**config.mk**
```make
export PLATFORM = sky130hd
export DESIGN_NAME = line_pixel_stepper_core
export DESIGN_NICKNAME = d
export VERILOG_FILES = /design/src/rtl/lps_pkg.sv /design/src/rtl/lps_front.sv /design/src/rtl/lps_queue.sv /design/src/rtl/lps_back.sv /design/src/rtl/line_pixel_stepper_core.sv
export SDC_FILE = /design/constraint.sdc
export NUM_CORES = 1
export LEC_CHECK = 0
export ABC_AREA = 1
export BUFFER_PORTS_ARGS = -buffer_cell sky130_fd_sc_hd__buf_2
export CAP_MARGIN = 20
export CELL_PAD_IN_SITES_DETAIL_PLACEMENT = 1
export CELL_PAD_IN_SITES_GLOBAL_PLACEMENT = 1
export CORE_MARGIN = 2
export CORE_UTILIZATION = 54
export CTS_CLUSTER_DIAMETER = 50
export DETAILED_ROUTE_END_ITERATION = 7
export PLACE_DENSITY = 0.81
export REMOVE_ABC_BUFFERS = 1
export SYNTH_ARGS = -nofsm -noshare
export SYNTH_HDL_FRONTEND = slang
export SYNTH_SLANG_ARGS = --single-unit
```
**constraint.sdc**
```tcl
create_clock -name clk_i -period 14.13 [get_ports clk_i]
set_clock_uncertainty 0.15 [all_clocks]
set_input_delay 0.7065 -clock clk_i [delete_from_list [all_inputs] [get_ports clk_i]]
set_output_delay 0.7065 -clock clk_i [all_outputs]
set_load 0.03 [all_outputs]
```
**src/rtl/lps_pkg.sv**
```systemverilog
// Shared types and constants of the line pixel stepper.
// Holds coordinate widths, the command encoding and the queued command record.
// Used by lps_front, lps_queue, lps_back and line_pixel_stepper_core.
package lps_pkg;

  localparam int CoordBits    = 12;
  localparam int DeltaBits    = CoordBits + 1;
  localparam int ErrBits      = CoordBits + 3;
  localparam int ColorBits    = 32;

  localparam int InFieldBits  = 4 * CoordBits + ColorBits;
  localparam int InDataBits   = ((InFieldBits + 7) / 8) * 8;
  localparam int OutFieldBits = 2 * CoordBits + ColorBits;
  localparam int OutDataBits  = ((OutFieldBits + 7) / 8) * 8;

  localparam int QueueDepth   = 4;
  localparam int QueuePtrBits = $clog2(QueueDepth);
  localparam int QueueCntBits = $clog2(QueueDepth + 1);

  typedef enum logic [0:0] {
    FuncStart   = 1'b0,
    FuncAdvance = 1'b1
  } func_e;

  // Decoded command as it travels from the front end to the stepper.
  typedef struct packed {
    logic                        is_start;
    logic signed [CoordBits-1:0] start_x;
    logic signed [CoordBits-1:0] start_y;
    logic signed [CoordBits-1:0] end_x;
    logic signed [CoordBits-1:0] end_y;
    logic        [DeltaBits-1:0] abs_dx;
    logic signed [DeltaBits-1:0] neg_dy;
    logic                        step_x_neg;
    logic                        step_y_neg;
    logic signed [ErrBits-1:0]   err_init;
    logic        [ColorBits-1:0] color;
  } cmd_t;

endpackage

```
**src/rtl/lps_front.sv**
```systemverilog
// Front end of the line pixel stepper: accepts stream transactions and decodes them.
// Computes deltas, step signs and the initial error term for start commands.
// Depends on lps_pkg.
module lps_front (
  input  logic                         in_valid_i,
  output logic                         in_ready_o,
  input  logic                         in_func_i,
  input  logic [lps_pkg::InDataBits-1:0] in_data_i,
  output logic                         cmd_valid_o,
  input  logic                         cmd_ready_i,
  output lps_pkg::cmd_t                cmd_o
);
  import lps_pkg::*;

  logic signed [CoordBits-1:0] sx, sy, ex, ey;
  logic signed [DeltaBits-1:0] ddx, ddy;
  logic        [DeltaBits-1:0] abs_dx;
  logic signed [DeltaBits-1:0] neg_dy;
  func_e                       func;

  always_comb begin
    func = func_e'(in_func_i);
    sx   = in_data_i[CoordBits-1:0];
    sy   = in_data_i[2*CoordBits-1:CoordBits];
    ex   = in_data_i[3*CoordBits-1:2*CoordBits];
    ey   = in_data_i[4*CoordBits-1:3*CoordBits];

    ddx    = {ex[CoordBits-1], ex} - {sx[CoordBits-1], sx};
    ddy    = {ey[CoordBits-1], ey} - {sy[CoordBits-1], sy};
    abs_dx = ddx[DeltaBits-1] ? DeltaBits'(-ddx) : DeltaBits'(ddx);
    neg_dy = ddy[DeltaBits-1] ? ddy : -ddy;

    cmd_o.is_start   = (func == FuncStart);
    cmd_o.start_x    = sx;
    cmd_o.start_y    = sy;
    cmd_o.end_x      = ex;
    cmd_o.end_y      = ey;
    cmd_o.abs_dx     = abs_dx;
    cmd_o.neg_dy     = neg_dy;
    cmd_o.step_x_neg = ddx[DeltaBits-1];
    cmd_o.step_y_neg = ddy[DeltaBits-1];
    cmd_o.err_init   = $signed({2'b00, abs_dx})
                     + $signed({{2{neg_dy[DeltaBits-1]}}, neg_dy});
    cmd_o.color      = in_data_i[InFieldBits-1:4*CoordBits];
  end

  assign cmd_valid_o = in_valid_i;
  assign in_ready_o  = cmd_ready_i;

endmodule

```
**src/rtl/lps_queue.sv**
```systemverilog
// Short command queue between the front end and the stepper.
// Register-based FIFO of decoded commands; depth from lps_pkg.
// Depends on lps_pkg.
module lps_queue (
  input  logic                            clk_i,
  input  logic                            rst_ni,
  input  logic                            push_valid_i,
  output logic                            push_ready_o,
  input  lps_pkg::cmd_t                   push_cmd_i,
  output logic                            pop_valid_o,
  input  logic                            pop_ready_i,
  output lps_pkg::cmd_t                   pop_cmd_o,
  output logic [lps_pkg::QueueCntBits-1:0] count_o
);
  import lps_pkg::*;

  cmd_t                    entries_q [QueueDepth];
  logic [QueuePtrBits-1:0] wr_ptr_q, wr_ptr_d;
  logic [QueuePtrBits-1:0] rd_ptr_q, rd_ptr_d;
  logic [QueueCntBits-1:0] count_q, count_d;
  logic                    push, pop;

  always_comb begin
    push_ready_o = (count_q != QueueCntBits'(QueueDepth));
    pop_valid_o  = (count_q != '0);
    push         = push_valid_i && push_ready_o;
    pop          = pop_ready_i && pop_valid_o;
    wr_ptr_d     = push ? wr_ptr_q + 1'b1 : wr_ptr_q;
    rd_ptr_d     = pop ? rd_ptr_q + 1'b1 : rd_ptr_q;
    count_d      = count_q;
    if (push && !pop) begin
      count_d = count_q + 1'b1;
    end else if (pop && !push) begin
      count_d = count_q - 1'b1;
    end
  end

  assign pop_cmd_o = entries_q[rd_ptr_q];
  assign count_o   = count_q;

  always_ff @(posedge clk_i or negedge rst_ni) begin
    if (!rst_ni) begin
      wr_ptr_q <= '0;
      rd_ptr_q <= '0;
      count_q  <= '0;
    end else begin
      wr_ptr_q <= wr_ptr_d;
      rd_ptr_q <= rd_ptr_d;
      count_q  <= count_d;
    end
  end

  always_ff @(posedge clk_i) begin
    if (push) begin
      entries_q[wr_ptr_q] <= push_cmd_i;
    end
  end

endmodule

```
**src/rtl/lps_back.sv**
```systemverilog
// Back end of the line pixel stepper: holds the line state and walks it.
// Steps x, y or both per advance command and drives the registered pixel output.
// Depends on lps_pkg.
module lps_back (
  input  logic                          clk_i,
  input  logic                          rst_ni,
  input  logic                          cmd_valid_i,
  output logic                          cmd_ready_o,
  input  lps_pkg::cmd_t                 cmd_i,
  output logic                          pix_valid_o,
  input  logic                          pix_ready_i,
  output logic [lps_pkg::CoordBits-1:0] pix_x_o,
  output logic [lps_pkg::CoordBits-1:0] pix_y_o,
  output logic [lps_pkg::ColorBits-1:0] pix_color_o,
  output logic                          pix_last_o,
  output logic                          busy_o
);
  import lps_pkg::*;

  // Line state
  logic signed [CoordBits-1:0] cur_x_q, cur_x_d, cur_y_q, cur_y_d;
  logic signed [CoordBits-1:0] tgt_x_q, tgt_x_d, tgt_y_q, tgt_y_d;
  logic        [DeltaBits-1:0] abs_dx_q, abs_dx_d;
  logic signed [DeltaBits-1:0] neg_dy_q, neg_dy_d;
  logic                        sxn_q, sxn_d, syn_q, syn_d;
  logic signed [ErrBits-1:0]   err_q, err_d;
  logic        [ColorBits-1:0] color_q, color_d;
  logic                        busy_q, busy_d;

  // Output register
  logic                        out_valid_q, out_valid_d;
  logic        [CoordBits-1:0] out_x_q, out_y_q;
  logic        [ColorBits-1:0] out_color_q;
  logic                        out_last_q, last;

  logic                        pop, emit, step_x, step_y;
  logic signed [ErrBits:0]     e2, err_sum;

  always_comb begin
    cmd_ready_o = !out_valid_q || pix_ready_i;
    pop         = cmd_valid_i && cmd_ready_o;

    e2     = {err_q, 1'b0};
    step_x = e2 >= $signed({{3{neg_dy_q[DeltaBits-1]}}, neg_dy_q});
    step_y = e2 <= $signed({3'b000, abs_dx_q});
    err_sum = {err_q[ErrBits-1], err_q}
            + (step_x ? $signed({{3{neg_dy_q[DeltaBits-1]}}, neg_dy_q}) : '0)
            + (step_y ? $signed({3'b000, abs_dx_q}) : '0);

    cur_x_d  = cur_x_q;
    cur_y_d  = cur_y_q;
    tgt_x_d  = tgt_x_q;
    tgt_y_d  = tgt_y_q;
    abs_dx_d = abs_dx_q;
    neg_dy_d = neg_dy_q;
    sxn_d    = sxn_q;
    syn_d    = syn_q;
    err_d    = err_q;
    color_d  = color_q;
    emit     = 1'b0;

    if (pop) begin
      if (cmd_i.is_start) begin
        // Load a new line; any line in flight is dropped.
        cur_x_d  = cmd_i.start_x;
        cur_y_d  = cmd_i.start_y;
        tgt_x_d  = cmd_i.end_x;
        tgt_y_d  = cmd_i.end_y;
        abs_dx_d = cmd_i.abs_dx;
        neg_dy_d = cmd_i.neg_dy;
        sxn_d    = cmd_i.step_x_neg;
        syn_d    = cmd_i.step_y_neg;
        err_d    = cmd_i.err_init;
        color_d  = cmd_i.color;
        emit     = 1'b1;
      end else if (busy_q) begin
        if (step_x) begin
          cur_x_d = cur_x_q + (sxn_q ? {CoordBits{1'b1}} : CoordBits'(1));
        end
        if (step_y) begin
          cur_y_d = cur_y_q + (syn_q ? {CoordBits{1'b1}} : CoordBits'(1));
        end
        err_d = err_sum[ErrBits-1:0];
        emit  = 1'b1;
      end
    end

    last        = (cur_x_d == tgt_x_d) && (cur_y_d == tgt_y_d);
    busy_d      = emit ? !last : busy_q;
    out_valid_d = emit ? 1'b1 : (pix_ready_i ? 1'b0 : out_valid_q);
  end

  always_ff @(posedge clk_i or negedge rst_ni) begin
    if (!rst_ni) begin
      busy_q      <= 1'b0;
      out_valid_q <= 1'b0;
    end else begin
      busy_q      <= busy_d;
      out_valid_q <= out_valid_d;
    end
  end

  always_ff @(posedge clk_i) begin
    cur_x_q  <= cur_x_d;
    cur_y_q  <= cur_y_d;
    tgt_x_q  <= tgt_x_d;
    tgt_y_q  <= tgt_y_d;
    abs_dx_q <= abs_dx_d;
    neg_dy_q <= neg_dy_d;
    sxn_q    <= sxn_d;
    syn_q    <= syn_d;
    err_q    <= err_d;
    color_q  <= color_d;
    if (emit) begin
      out_x_q     <= cur_x_d;
      out_y_q     <= cur_y_d;
      out_color_q <= color_d;
      out_last_q  <= last;
    end
  end

  assign pix_valid_o = out_valid_q;
  assign pix_x_o     = out_x_q;
  assign pix_y_o     = out_y_q;
  assign pix_color_o = out_color_q;
  assign pix_last_o  = out_last_q;
  assign busy_o      = busy_q;

endmodule

```
**src/rtl/line_pixel_stepper_core.sv**
```systemverilog
// Top level of the line pixel stepper: front end, command queue and stepper.
// Depends on lps_pkg, lps_front, lps_queue and lps_back.
// Exposes one input stream of commands and one output stream of pixels.

// All-octant Bresenham line stepper. Each input transaction is one command:
// tuser = 0 starts a line from (start_x, start_y) to (end_x, end_y) in the
// given color and emits its first pixel; tuser = 1 advances one pixel along
// the current line and emits it. The pixel that equals the end point comes
// out with tlast set, after which the stepper is idle and advance commands
// are consumed without producing a pixel. A start command while a line is
// in progress abandons that line. While the pixel output is not stalled,
// the block sustains one command and one pixel per cycle: the front end
// decodes a command in the cycle it is taken, a four-entry queue decouples
// it from the stepper, and the stepper's combinational error update feeds a
// registered pixel output behind the queue register. The input keeps
// accepting while a pixel waits on the output until the queue is full.
module line_pixel_stepper_core (
  input  logic                            clk_i,
  input  logic                            rst_ni,
  // Command stream
  input  logic                            s_axis_tvalid,
  output logic                            s_axis_tready,
  // tdata, low bit up: start_x[11:0], start_y[11:0], end_x[11:0], end_y[11:0],
  // pixel_color[31:0]
  input  logic [lps_pkg::InDataBits-1:0]  s_axis_tdata,
  // tuser: func (0 = start line, 1 = advance)
  input  logic                            s_axis_tuser,
  // Pixel stream
  output logic                            m_axis_tvalid,
  input  logic                            m_axis_tready,
  // tdata, low bit up: pixel_x[11:0], pixel_y[11:0], out_color[31:0]
  output logic [lps_pkg::OutDataBits-1:0] m_axis_tdata,
  // tlast: last_pixel
  output logic                            m_axis_tlast
);
  import lps_pkg::*;

  cmd_t                    front_cmd, back_cmd;
  logic                    front_valid, front_ready;
  logic                    back_valid, back_ready;
  logic [QueueCntBits-1:0] queue_count;
  logic [CoordBits-1:0]    pix_x, pix_y;
  logic [ColorBits-1:0]    pix_color;
  logic                    busy;

  // Decode each command transaction as it arrives.
  lps_front u_front (
    .in_valid_i  (s_axis_tvalid),
    .in_ready_o  (s_axis_tready),
    .in_func_i   (s_axis_tuser),
    .in_data_i   (s_axis_tdata),
    .cmd_valid_o (front_valid),
    .cmd_ready_i (front_ready),
    .cmd_o       (front_cmd)
  );

  // Buffer decoded commands so that a stalled pixel output does not stall input until the queue is full.
  lps_queue u_queue (
    .clk_i        (clk_i),
    .rst_ni       (rst_ni),
    .push_valid_i (front_valid),
    .push_ready_o (front_ready),
    .push_cmd_i   (front_cmd),
    .pop_valid_o  (back_valid),
    .pop_ready_i  (back_ready),
    .pop_cmd_o    (back_cmd),
    .count_o      (queue_count)
  );

  // Walk the line and hold each pixel until the sink takes it.
  lps_back u_back (
    .clk_i       (clk_i),
    .rst_ni      (rst_ni),
    .cmd_valid_i (back_valid),
    .cmd_ready_o (back_ready),
    .cmd_i       (back_cmd),
    .pix_valid_o (m_axis_tvalid),
    .pix_ready_i (m_axis_tready),
    .pix_x_o     (pix_x),
    .pix_y_o     (pix_y),
    .pix_color_o (pix_color),
    .pix_last_o  (m_axis_tlast),
    .busy_o      (busy)
  );

  // Pack the pixel fields; they fill tdata exactly, with no pad bits.
  assign m_axis_tdata = OutDataBits'({pix_color, pix_y, pix_x});

`ifndef SYNTHESIS
  // A pending pixel and the line state agree: only the end pixel leaves the stepper idle.
  assert property (@(posedge clk_i) disable iff (!rst_ni)
    m_axis_tvalid |-> (busy == !m_axis_tlast))
    else $error("stepper busy flag disagrees with pending pixel's tlast");

  // The queue never holds more commands than it has entries.
  assert property (@(posedge clk_i) disable iff (!rst_ni)
    queue_count <= QueueCntBits'(QueueDepth))
    else $error("command queue overfilled");

  // A full queue must refuse further command transactions.
  assert property (@(posedge clk_i) disable iff (!rst_ni)
    (queue_count == QueueCntBits'(QueueDepth)) && s_axis_tvalid && !back_ready
      |=> queue_count == QueueCntBits'(QueueDepth))
    else $error("command queue changed while full and stalled");
`endif

endmodule

```
After elaboration in Yosys (flattened, before gate mapping)
Memory sizes are Yosys's and may differ from the RTL's. Index checks and enable logic that the tools add are counted.

Bits in writable memories: 496. Word-level logic and storage cells: 86. Bits in registers: 189. Output and inout bits: 59. Bits of input ports: 85. Memories kept: 1.

Magnitude comparators: 2. Muxes and demuxes: 31. Reduce and logical (&&, ||, !) cells: 16. Eq/ne operators: 3. $add $sub $neg: 13. Bitwise gates (word level): 1.

Memory list: u_queue.entries_q (depth 4, width 124, rd ports 1, clocked after Yosys merged registers in 0, write ports 1, RTL line lps_queue.sv:17) `cmd_t entries_q [QueueDepth];`.

Operator list (count): 2-to-1 mux 12 bit (14); 2-to-1 mux 32 bit (2); 2-to-1 mux 15 bit (3); 2-to-1 mux 13 bit (3); adder 15 bit (2); negator 13 bit (2); subtractor 12 x 12 -> 13 bit (2); adder 12 bit (2); equality test 12 bit (2); >= comparator 16 x 13 -> 1 bit (1); less-or-equal comparator 16 x 14 -> 1 bit (1); adder 14 x 13 -> 15 bit (1); 2-to-1 mux 1 bit (7); 2-to-1 mux 3 bit (2); nonzero test 2 bit (3); logical AND 1 bit (5); adder 2 x 1 -> 2 bit (second input constant) (2); logical NOT 1 bit (4); AND reduction 2 bit (2); adder 3 x 1 -> 3 bit (second input constant) (1); inequality test 3 bit (second input constant) (1); nonzero test 3 bit (1); subtractor 3 x 1 -> 3 bit (second input constant) (1); logical OR 1 bit (1); NOT 1 bit (1).

Logic depth before layout (Yosys ltp)
Gate-level depths: netlist of run 1.

Word-level depth: 9. Depth in mapped cells: 30. Gate-level depth less buffers: 30.

Modules after synthesis
From an unflattened synthesis of run 1, not the netlist that was laid out.

Cells, all modules: 3299. Area, all modules: 33552.2 µm².

By module, submodules not included: lps_queue (times used 1, area an instance 20069.2 µm², sequential area each 15069.5 µm², cells each 1506); lps_back (times used 1, area an instance 9850.7 µm², sequential area each 4654.5 µm², cells each 1166); lps_front (times used 1, area an instance 3632.2 µm², sequential area each 0.0 µm², cells each 627).

Worst setup path after synthesis of run 1
No wires, ideal clock.

Path type: reg-to-reg. Start: reg u_queue.count_q[0] (netlist: u_queue.count_o[0]). End: mem u_queue.entries_q[0][0] (netlist name), enable pin. Data arrival time: 6.147 ns. Clock period less this slack: 6.906 ns. Setup slack: 7.224 ns. Cell stages (with the launch flop): 5. Setup time: 0.609 ns. Required time: 13.371 ns. Buffers on the path: 0. Cells stage by stage: dfrtp_1 > inv_1 > nand3_1 > nand2_1 > nor2_1.

Word-level cells in the longest chain between the ends: 4.

Ends and longest elaborated chain: from (decl) (RTL line lps_queue.sv:20) `logic [QueueCntBits-1:0] count_q, count_d;`; from (signal assigned) (RTL line lps_queue.sv:49) `count_q <= count_d;`; inequality test 3 bit (RTL line lps_queue.sv:24) `push_ready_o = (count_q != QueueCntBits'(QueueDepth));`; named net s_axis_tready (RTL line line_pixel_stepper_core.sv:22) `output logic s_axis_tready,`; logical AND 1 bit (RTL line lps_queue.sv:26) `push = push_valid_i && push_ready_o;`; 2-to-1 mux 1 bit (RTL line lps_queue.sv:54) `if (push) begin`; 2-to-1 mux 1 bit (not written as such) (RTL line lps_queue.sv:55) `entries_q[wr_ptr_q] <= push_cmd_i;`; to (decl) (RTL line lps_queue.sv:17).

The timed path passes the listed nets, and every way through them passes these cells.

Worst setup path after layout of run 1
Start: reg u_back.err_q[1]. End: reg u_back.err_q[13] (data pin).

Word-level cells in the longest chain between the ends: 6. Elaborated cells on any way between the ends: 8. Those cells by class: add/sub (2); order compare (2); mux (4).

Ends and longest elaborated chain: from (decl) (RTL line lps_back.sv:26) `logic signed [ErrBits-1:0] err_q, err_d;`; from (signal assigned) (RTL line lps_back.sv:112) `err_q <= err_d;`; >= comparator 16 x 13 -> 1 bit (RTL line lps_back.sv:44) `step_x = e2 >= $signed({{3{neg_dy_q[DeltaBits-1]}}, neg_dy_q});`; 2-to-1 mux 15 bit (RTL line lps_back.sv:47) `+ (step_x ? $signed({{3{neg_dy_q[DeltaBits-1]}}, neg_dy_q}) : '0)`; adder 15 bit (RTL line lps_back.sv:47); adder 15 bit * (RTL line lps_back.sv:48) `+ (step_y ? $signed({3'b000, abs_dx_q}) : '0);`; 2-to-1 mux 15 bit * (RTL line lps_back.sv:76) `end else if (busy_q) begin`; 2-to-1 mux 15 bit * (RTL line lps_back.sv:63) `if (cmd_i.is_start) begin`.

Mark *: on every way between the ends. The rest lies on a longest branch, timed or not. The select of a mux whose other input is x is not followed. A chain may end at the register's enable or synchronous reset.

==> results of run 1 <==
[final cells by class]
type,count,area (um2)
fillers,5714,21000
flip-flops and latches,685,19700
multi-input cells,1574,9050
clock buffers,102,2010
inverters,301,1140
repair buffers,169,953
well taps,748,936
clock inverters,33,495
diodes,7,17.5
[cells by family (layout without fill, tap and decap cells)]
family / count (synthesis) / after routing
other cells: 0 / 7
buf+inv: 414 / 605
fa+ha+maj: 126 / 126
simple gates: 801 / 801
flops: 685 / 685
compound gates: 569 / 569
xor+xnor: 78 / 78
[cell usage after synthesis (2+ instances only)]
cell type	count	area share [%]
inv_1	292	3.6
nor2_1	322	4.0
nor2_2	3	0.062
dfrtp_1	9	0.74
nand3b_1	7	0.17
dfxtp_1	80	5.3
nand3_1	117	1.9
a31oi_1	9	0.19
nand2_2	4	0.082
o221ai_1	77	2.2
xor2_1	55	1.6
nand4_1	15	0.31
o21ai_1	12	0.20
o21bai_2	2	0.074
o21ai_0	343	5.7
a21boi_0	2	0.049
nand3_2	2	0.066
a21oi_1	66	1.1
o21bai_1	5	0.12
buf_4	7	0.17
clkbuf_1	76	0.94
buf_6	4	0.15
o22ai_1	43	0.89
buf_1	8	0.099
xnor2_1	23	0.66
nor3_1	10	0.16
nand2_1	311	3.8
buf_2	18	0.30
ha_1	106	4.4
inv_2	6	0.074
a21o_1	6	0.15
clkinv_1	2	0.025
edfxtp_1	596	59
fa_1	20	1.3
nand3_4	2	0.12
[through the flow]
stage	setup slack (ns)	util [%]	cells
finish	8.56	62.1	3619
global route	8.27	62.1	3615
CTS	8.63	62.0	3611
detailed placement	8.49	57.4	3475
global placement	8.79	57.4	3473
floorplan	4.99	-	2560
[worst min path at each step]
stage,depth (start not counted),slack (ns),from,endpoint
finish,2,0.13,m_axis_tready,u_back.pix_valid_o$_DFFE_PN0P_
global route,1,0.13,s_axis_tdata[68],u_queue.entries_q[1][20]$_DFFE_PP_
CTS,2,0.11,m_axis_tready,u_back.pix_valid_o$_DFFE_PN0P_
detailed placement,2,0.31,u_back.color_q[4]$_DFF_P_,u_back.color_q[4]$_DFF_P_
global placement,2,0.30,u_back.color_q[18]$_DFF_P_,u_back.color_q[18]$_DFF_P_
floorplan,0,0.26,rst_ni,u_back.busy_o$_DFFE_PN0P_
[metal layers]
| metal | vias up | GRT usage [%] | share of wire, % |
|---|---|---|---|
| li1 | 9651 | - | - |
| met1 | 10900 | 37.1 | 40 |
| met2 | 702 | 52.9 | 52 |
| met3 | 176 | 3.73 | 5.1 |
| met4 | 2 | 13.0 | 3.2 |
| met5 | - | 0 | 0.019 |
[flip-flops by register name, indices dropped and copies added, names as in the netlist]
signal and cells:
u_back.pix_y_o 12, u_queue.wr_ptr_q 2, u_queue.entries_q 496, u_back.pix_last_o 1, u_back.cur_y_q 12, u_back.neg_dy_q 13, u_back.busy_o 1, u_back.syn_q 1
u_back.abs_dx_q 13, u_back.sxn_q 1, u_queue.rd_ptr_q 2, u_back.pix_valid_o 1, u_queue.count_o 3, u_back.tgt_y_q 12, u_back.tgt_x_q 12, u_back.err_q 15
u_back.pix_color_o 32, u_back.color_q 32, u_back.pix_x_o 12, u_back.cur_x_q 12
[what timing repair did]
item / CTS / global route
hold endpoints to repair: 9 / 0
resized for setup: 0 / 0
hold buffers: 1 / 0
[worst max-delay path, delay by kind of cell, from the launching register on]
family	cells	cell delay (ns)
fa+ha+maj	4	1.50
flops	1	0.45
buf+inv	2	0.13
compound gates	6	1.29
simple gates	10	1.77
==> Flow_metrics.wiki, run 1 <==
{| class="wikitable"
! Metric !! Value
|-
| Number of nets at the end of the flow || 3016
|-
| Slew of the pin with the lowest slew margin || 1.09 ns
|-
| Setup repair after global routing missed its margin || false
|-
| Source-to-sink clock delay at the later pin of the worst-skew pair || 0.63 ns
|-
| Rel. slew slack || 27.6%
|-
| Period minus WS final || 5.57 ns
|-
| Share of cell area taken by muxes after synthesis || 0%
|-
| Final count of negative-setup-slack endpoints || 0
|-
| Warnings, synthesis || 0
|-
| Antenna violations before repair || 6
|-
| Max Root-Sink Buffers || 3
|-
| Combinational family with the most area after synthesis || simple AND/OR/NAND/NOR gates
|-
| Yosys reg bits || 685
|-
| Number of I/O port buffers || 143
|-
| Max frequency || 180 MHz
|-
| Number of buffers created by CTS || 74
|-
| Ports || 144
|-
| Critical path destination || u_back.err_q[13]$_DFFE_PP_
|-
| Period utilisation layout || 39.4%
|-
| Source of the worst register-to-register timing path || u_back.err_q[1]$_DFFE_PP_
|-
| Post-DR wirelength/cell || 23.8 um
|-
| Slowest cell on crit path || nor3b_1
|-
| Commonest cells after routing, fill and taps aside || edfxtp_1 (596), o21ai_0 (343), nor2_1 (318)
|-
| Data arrival time of the worst path || 5.78 ns
|-
| Horiz. Die Dim || 241 um
|-
| Core box area || 55300 um2
|-
| Cell at the root of the clock tree || clkbuf_16
|-
| Async set-or-reset flop fraction in the synthesized netlist || 1.31%
|-
| Slack of the worst reg-to-reg path || 8.56 ns
|-
| Post-DR vias/cell || 5.93
|-
| GRT overflow || 0
|-
| DP HPWL || 52.0 mm
|-
| Number of pins exceeding their max-slew limit in the final report || 0
|-
| Distinct cell type count of the synthesized netlist || 48
|-
| CTS H-Tree Depth || 3
|-
| TritonCTS clock tree || done
|-
| Critical path launch point type || flip-flop
|-
| Residual DRC || 0
|-
| ANT nets after route || 0
|-
| Iter 0 DRT Violations || 1788
|-
| Predominant post-synthesis flop cell || edfxtp_1
|-
| Count of flip-flops with a built-in enable after synthesis || 596
|-
| Synthesized instance count || 2673
|-
| Reg2reg end || u_back.err_q[13]$_DFFE_PP_
|-
| Layout cell share with drive strength beyond 1 || 10.8%
|-
| Worst setup path category || reg2reg
|-
| Status || complete, no violations
|-
| Post-CTS Repair Setup Buffers || 0
|-
| Initial DRT Pass Iterations || 5
|-
| Placed instance area || 31800 um2
|-
| Synthesized-area fraction occupied by adder cells || 5.68%
|-
| Crit-path max cell delay || 0.53 ns
|-
| Most frequent cell on the critical path || nand2_1
|-
| Kind of path behind the tightest hold check || in2reg
|-
| R2R depth || 22
|-
| Number of violations of the max-capacitance limit || 0
|-
| Via count || 21500
|-
| Worst-case hold slack || 0.133 ns
|-
| Start point of the critical path || u_back.err_q[1]$_DFFE_PP_
|-
| Starting density of the core || 54.9%
|-
| Area grow syn2layout || 13.0%
|-
| Final Hold Vio Count || 0
|-
| Placer Congestion || 0.864
|-
| Compound-Gate Fraction of Synth Area || 10.8%
|-
| Largest net degree at the start of global routing || 111
|-
| Fraction of synthesized cell area in xor and xnor cells || 2.25%
|-
| Global-route wire length before repair || 132 mm
|-
| Most common cell after layout, fill and taps aside || edfxtp_1
|-
| Post-Route Setup TNS || 0 ns
|-
| Seq/Total Area, Yosys || 64.9%
|-
| CTS sink count || 685
|-
| Vias in the first global route || 23600
|-
| Post-route cell area || 34300 um2
|-
| Ordered list of cells on the worst path || ha_1, nand2_1, nor3b_1, nand3_1, nand3_4, nand2_1, fa_1, inv_1, ha_1, fa_1, a31oi_1, inv_1, a21oi_1, o21bai_1, a21boi_0, o21ai_0, nand2_1, a21boi_0, nor2_1, nand2_1, nand3_1, nand2_1
|-
| Wire length after detailed routing || 86.0 mm
|-
| Netlist Area Pre-Place || 30400 um2
|-
| Global-route usage over all layers || 30.0%
|-
| Crit path max fanout || 27
|-
| Clock input transition at the sequential cells of the worst setup and hold paths || 0.06 ns
|-
| Crit path capture type || flip-flop
|-
| Area of the die || 58200 um2
|-
| Data required time of the critical path || 14.34 ns
|-
| Placement row count || 86
|-
| Die height || 241 um
|-
| Simple-gate share of the synthesized area || 10.9%
|-
| Synthesized area per cell || 11.4 um2
|}
Power of run 1 is not shown: default switching activity piles up to over one toggle a cycle in this logic, so the estimate is an artifact.
==> run 2: changes to the inputs <==
- CORE_UTILIZATION: 54 -> 45
- PLACE_DENSITY: 0.81 -> 0.72
- clock period: 14.13 -> 4.7 ns (I/O delays scaled with it)
==> Flow_metrics.wiki, run 2 (synthesis results as in run 1) <==
{| class="wikitable"
! Metric !! Value
|-
| Status || complete, no violations
|-
| Layout cell share with drive strength beyond 1 || 14.0%
|-
| Iter 0 DRT Violations || 1241
|-
| Crit path max fanout || 6
|-
| Number of flip-flops in the largest register || 496
|-
| DP HPWL || 53.0 mm
|-
| Residual DRC || 0
|-
| Starting density of the core || 45.3%
|-
| Period utilisation layout || 94.5%
|-
| Most common cell after layout, fill and taps aside || edfxtp_1
|-
| Die height || 264 um
|-
| Period minus WS final || 4.44 ns
|-
| Initial DRT Pass Iterations || 4
|-
| Post-DR vias/cell || 5.49
|-
| R2R depth || 27
|-
| Area occupied by multi-input gates || 9290 um2
|-
| Via count || 21400
|-
| Largest net degree at the start of global routing || 90
|-
| Antenna violations before repair || 2
|-
| Clock input transition at the sequential cells of the worst setup and hold paths || 0.06 ns
|-
| Data arrival time of the worst path || 4.63 ns
|-
| Number of nets at the end of the flow || 3158
|-
| Max Root-Sink Buffers || 3
|-
| Number of I/O port buffers || 143
|-
| Number of instances in the placed design || 3649
|-
| Ports || 144
|-
| Data required time of the critical path || 4.89 ns
|-
| CTS sink count || 685
|-
| Post-DR wirelength/cell || 21.5 um
|-
| Final Hold Vio Count || 0
|-
| Wire length after detailed routing || 83.6 mm
|-
| Area grow syn2layout || 18.9%
|-
| Max frequency || 225 MHz
|-
| Cell at the root of the clock tree || clkbuf_16
|-
| Crit path capture type || flip-flop
|-
| Placement row count || 95
|-
| Number of buffers created by CTS || 78
|-
| Cell Count, Final, Fillers Out || 3887
|-
| Crit-path max cell delay || 0.58 ns
|-
| Global-route usage over all layers || 24.1%
|-
| Slew of the pin with the lowest slew margin || 1.02 ns
|-
| Worst setup path category || in2reg
|-
| TritonCTS clock tree || done
|-
| ANT nets after route || 0
|-
| Critical path launch point type || primary input
|-
| Source-to-sink clock delay at the later pin of the worst-skew pair || 0.61 ns
|-
| Slowest cell on crit path || dlygate4sd3_1
|-
| Number of violations of the max-capacitance limit || 0
|-
| Final count of negative-setup-slack endpoints || 0
|-
| Global-route wire length before repair || 132 mm
|-
| Area of the die || 69600 um2
|-
| Register with the most flip-flops || u_queue.entries_q
|-
| Core box area || 67000 um2
|-
| Post-Route Setup TNS || 0 ns
|-
| Number of pins exceeding their max-slew limit in the final report || 0
|-
| Commonest cells after routing, fill and taps aside || edfxtp_1 (596), o21ai_0 (337), nor2_1 (316)
|-
| Hold depth || 3
|-
| Placer Congestion || 0.858
|-
| CTS H-Tree Depth || 3
|-
| GRT overflow || 0
|-
| Sequential Area || 19700 um2
|-
| Vias in the first global route || 23300
|-
| Filler Cell Count || 7088
|-
| Kind of path behind the tightest hold check || in2reg
|-
| Rel. slew slack || 31.9%
|-
| Horiz. Die Dim || 264 um
|}
run 2: cell types whose count changed in the layout (fill, tap and decap cells not counted), sizes merged:
cell / previous run / this run
buf: 168 / 223
bufinv: 9 / 4
clkbuf: 102 / 103
clkinv: 18 / 27
clkinvlp: 3 / 4
diode: 7 / 2
dlygate4sd3: 1 / 84
inv: 304 / 308
run 2: critical path, delay by kind of cell:
family | cells | cell delay [ns]
and+or+nand+nor | 10 | 0.87
buffers and inverters | 5 | 1.14
adders and majority gates | 3 | 0.95
AOI/OAI and AO/OA | 10 | 1.31
xor gates and xnor gates | 1 | 0.10
run 2: final timing paths:
kind	from	end	slack, ns
min in group asynchronous	rst_ni	u_back.pix_valid_o$_DFFE_PN0P_	0.50
max in group asynchronous	rst_ni	u_queue.rd_ptr_q[1]$_DFFE_PN0P_	3.51
max reg2reg	u_back.err_q[10]$_DFFE_PP_	u_back.err_q[13]$_DFFE_PP_	0.27
min	s_axis_tvalid	u_queue.wr_ptr_q[0]$_DFFE_PN0P_	0.12
max	s_axis_tdata[12]	u_queue.entries_q[0][46]$_DFFE_PP_	0.26
min reg2reg	u_back.color_q[9]$_DFF_P_	u_back.color_q[9]$_DFF_P_	0.32
run 2: cell type report:
class | count | area share, %
Clock inverter | 42 | 1.07
Antenna cell | 2 | 0.0139
Tap cell | 873 | 3.02
Clock buffer | 103 | 5.92
Multi-Input combinational cell | 1574 | 25.7
Sequential cell | 685 | 54.6
Inverter | 301 | 3.15
Timing Repair Buffer | 307 | 6.48
run 2: timing repair:
item / in CTS / in global routing
hold endpoints to repair: 334 / 0
pin swaps: 2 / 7
hold buffers: 84 / 0
cloned: 0 / 0
resized for setup: 8 / 48
endpoints found under the setup margin: 2 / 34
setup buffers: 0 / 5
run 2: routing by layer:
metal | part of all wire, % | GRT usage (%) | vias up
li1 | - | - | 9926
met1 | 43 | 30.8 | 10900
met2 | 51 | 43.0 | 409
met3 | 3.6 | 3.03 | 122
met4 | 2.0 | 7.26 | 0
met5 | 0 | 0 | -
run 2: stage by stage:
stage	setup WS (ns)	util (%)	hold slack (ns)	area, um2
2_1_floorplan	-4.44	-	-0.211	29900
3_3_place_gp	0.0263	48.3	-0.0489	32400
3_5_place_dp	-0.195	48.4	-0.0377	32400
4_1_cts	0.0144	53.4	0.0602	35800
5_1_grt	-0.0278	53.9	0.134	36100
6_report	0.260	53.9	0.117	36100
Power of run 2 is left out for the same reason.
==> run 3: changes to the inputs <==
- PLACE_DENSITY: 0.72 -> 0.73
- SYNTH_HIERARCHICAL: default -> 1
==> Flow_metrics.wiki, run 3 <==
{| class="wikitable"
! Metric !! Value
|-
| Rel. slew slack || 16.9%
|-
| Synthesized area per cell || 10.2 um2
|-
| Yosys reg bits || 685
|-
| Area of the die || 76800 um2
|-
| Total power || 0.0318 W
|-
| Placer Congestion || 0.859
|-
| Slew of the pin with the lowest slew margin || 1.25 ns
|-
| Global-route usage over all layers || 23.3%
|-
| Number of I/O port buffers || 143
|-
| Largest net degree at the start of global routing || 239
|-
| Number of cells on the critical path || 23
|-
| Bufs and invs on worst path || 2
|-
| Max Root-Sink Buffers || 3
|-
| Global-route wire length before repair || 140 mm
|-
| TritonCTS clock tree || done
|-
| Crit-path max cell delay || 0.44 ns
|-
| Most common cell after layout, fill and taps aside || nand2_1
|-
| Final Core Density || 52.3%
|-
| Seq/Total Area, Yosys || 58.8%
|-
| CTS sink count || 685
|-
| Number of nets at the end of the flow || 3680
|-
| Number of instances in the placed design || 4252
|-
| Filler Cell Count || 8067
|-
| Kind of path behind the tightest hold check || in2reg
|-
| Cell Count, Final, Fillers Out || 4515
|-
| Wire length after detailed routing || 88.9 mm
|-
| Distinct cell type count of the synthesized netlist || 49
|-
| Data required time of the critical path || 4.91 ns
|-
| Crit path capture type || flip-flop
|-
| Clock input transition at the sequential cells of the worst setup and hold paths || 0.06 ns
|-
| Data arrival time of the worst path || 4.63 ns
|-
| Worst-case hold slack || 0.180 ns
|-
| Most frequent cells after synthesis || nand2_1 (905), edfxtp_1 (596), inv_1 (522)
|-
| Source-to-sink clock delay at the later pin of the worst-skew pair || 0.65 ns
|-
| Number of buffers created by CTS || 87
|-
| Synthesized instance count || 3299
|-
| Post-DR wirelength/cell || 19.7 um
|-
| Leading cell types by total area after synthesis || edfxtp_1 (53%), nand2_1 (10%), inv_1 (5.8%)
|-
| Commonest cells after routing, fill and taps aside || nand2_1 (900), edfxtp_1 (596), inv_1 (513)
|-
| Number of pins exceeding their max-slew limit in the final report || 0
|-
| Most frequent cell on the critical path || nand2_1
|-
| GRT overflow || 0
|-
| Slack of the worst reg-to-reg path || 0.28 ns
|-
| Count of flip-flops with a built-in enable after synthesis || 596
|-
| Number of violations of the max-capacitance limit || 0
|-
| Warnings, synthesis || 6
|-
| Reg2reg end || u_back/err_q[13]$_DFFE_PP_
|-
| Iter 0 DRT Violations || 1172
|-
| Async set-or-reset flop fraction in the synthesized netlist || 1.31%
|-
| Period minus WS final || 4.42 ns
|-
| R2R depth || 23
|-
| Max frequency || 226 MHz
|-
| Period utilisation layout || 94.1%
|-
| CTS H-Tree Depth || 3
|-
| Largest area contributor in the synthesized netlist || edfxtp_1
|-
| Placement row count || 100
|-
| ANT nets after route || 0
|-
| Register with the most flip-flops || u_queue/entries_q
|-
| Start point of the critical path || u_back/err_q[11]$_DFFE_PP_
|-
| Crit path max fanout || 4
|-
| Area grow syn2layout || 15.4%
|-
| Core box area || 74100 um2
|-
| Slowest cell on crit path || edfxtp_1
|-
| Initial DRT Pass Iterations || 5
|-
| Die height || 277 um
|-
| Post-DR vias/cell || 5.19
|-
| Status || complete, no violations
|-
| Netlist Area Pre-Place || 33600 um2
|-
| Vias in the first global route || 25700
|-
| Starting density of the core || 45.3%
|-
| Number of flip-flops in the largest register || 496
|-
| DP HPWL || 56.2 mm
|-
| Ratio of total power to cell area || 821 nW/um2
|-
| Worst setup path category || reg2reg
|-
| Leakage || 16.9 nW
|-
| Final Hold Vio Count || 0
|-
| Family with the most delay on the worst path || adder cells
|-
| Layout cell share with drive strength beyond 1 || 14.9%
|-
| Antenna violations before repair || 4
|-
| Cell at the root of the clock tree || clkbuf_16
|-
| Predominant post-synthesis flop cell || edfxtp_1
|-
| Residual DRC || 0
|-
| Via count || 23400
|-
| Critical path destination || u_back/err_q[13]$_DFFE_PP_
|-
| Critical path launch point type || flip-flop
|-
| Largest voltage drop on the vdd net || 0.576 mV
|-
| Ports || 144
|-
| Source of the worst register-to-register timing path || u_back/err_q[11]$_DFFE_PP_
|-
| Ordered list of cells on the worst path || buf_4, ha_1, nand2_1, nor2_1, a21oi_1, nand3_1, nand2_4, inv_2, nor2_2, fa_1, ha_2, fa_2, a21oi_2, o21ai_1, a21oi_2, nor2_1, o21ai_0, nand2_1, nand2_1, nand2_1, a21oi_2, xor2_1, o21ai_0
|-
| Area share of the leading cell type in the synthesized netlist || 53.3%
|-
| Horiz. Die Dim || 277 um
|-
| Most frequently used cell type in the post-synthesis netlist || nand2_1
|-
| Final count of negative-setup-slack endpoints || 0
|}
run 3: cell count changes after synthesis, moves of 81 or more:
| cell | change |
|---|---|
| inv_1 | +230 |
| buf_4 | +81 |
| nor2_1 | -219 |
| o211ai_1 | +251 |
| o21ai_0 | -293 |
| nand2_1 | +594 |
run 3: metal layers:
layer | wire (um) | share of wire [%] | up-vias | global-route usage [%]
met3 | 3160 | 3.6 | 133 | 3.49
met4 | 2240 | 2.5 | 2 | 7.13
met1 | 38000 | 43 | 11700 | 28.7
li1 | - | - | 11200 | -
met5 | 13 | 0.015 | - | 0
met2 | 45500 | 51 | 390 | 41.9
run 3: cell type report:
cell class | count | area [um2] | share of cell area (%)
Timing Repair Buffer | 283 | 2100 | 5.43
Multi-Input combinational cell | 1875 | 10600 | 27.4
Inverter | 538 | 2030 | 5.24
Clock buffer | 101 | 2290 | 5.91
Clock inverter | 63 | 744 | 1.92
Sequential cell | 685 | 19700 | 50.9
Antenna cell | 1 | 2.50 | 0.00646
Tap cell | 969 | 1210 | 3.13
run 3: worst min path at each step:
stage,from,endpoint,slack (ns),cells past startpoint
3_5_place_dp,rst_ni,u_back/pix_valid_o$_DFFE_PN0P_,-0.03,1
3_3_place_gp,rst_ni,u_back/pix_valid_o$_DFFE_PN0P_,-0.04,1
4_1_cts,s_axis_tdata[67],u_queue/entries_q[3][19]$_DFFE_PP_,0.15,2
2_1_floorplan,rst_ni,u_back/busy_o$_DFFE_PN0P_,-0.21,0
6_report,s_axis_tdata[67],u_queue/entries_q[3][19]$_DFFE_PP_,0.18,2
5_1_grt,s_axis_tdata[67],u_queue/entries_q[2][19]$_DFFE_PP_,0.17,2
run 3: cell families (layout without fill, tap and decap cells):
| group | Yosys count | count (layout) | share of synthesized area, % |
|---|---|---|---|
| AO/OA/AOI/OAI | 418 | 418 | 8.37 |
| XOR/XNOR | 52 | 52 | 1.38 |
| adder cells (fa/ha/maj) | 125 | 125 | 5.11 |
| buffers and inverters | 739 | 985 | 10.2 |
| flip-flops | 685 | 685 | 58.8 |
| other | 0 | 1 | 0 |
| AND/OR/NAND/NOR | 1280 | 1280 | 16.2 |
run 3: stage by stage:
step / setup TNS, ns / setup slack, ns / cell area, um2
floorplan: -1983.47 / -5.54 / 32200
global placement: 0 / 0.201 / 34600
detailed placement: 0 / 0.00466 / 34600
CTS: 0 / 0.000393 / 38500
global route: -0.245 / -0.0387 / 38700
finish: 0 / 0.277 / 38700
run 3: what timing repair did:
action,in CTS,in global routing
setup endpoints to repair,1,30
setup buffers,1,12
resized for setup,1,50
gates cloned,0,0
hold buffers,85,0
hold endpoints to repair,337,0
pin swaps,1,9
run 3: power by group:
group	switching (W)	internal [W]
clock network	0.00275	0.00407
registers	0.000751	0.00926
logic	0.0103	0.00471
No activity file was read; power rests on OpenSTA's default activity.
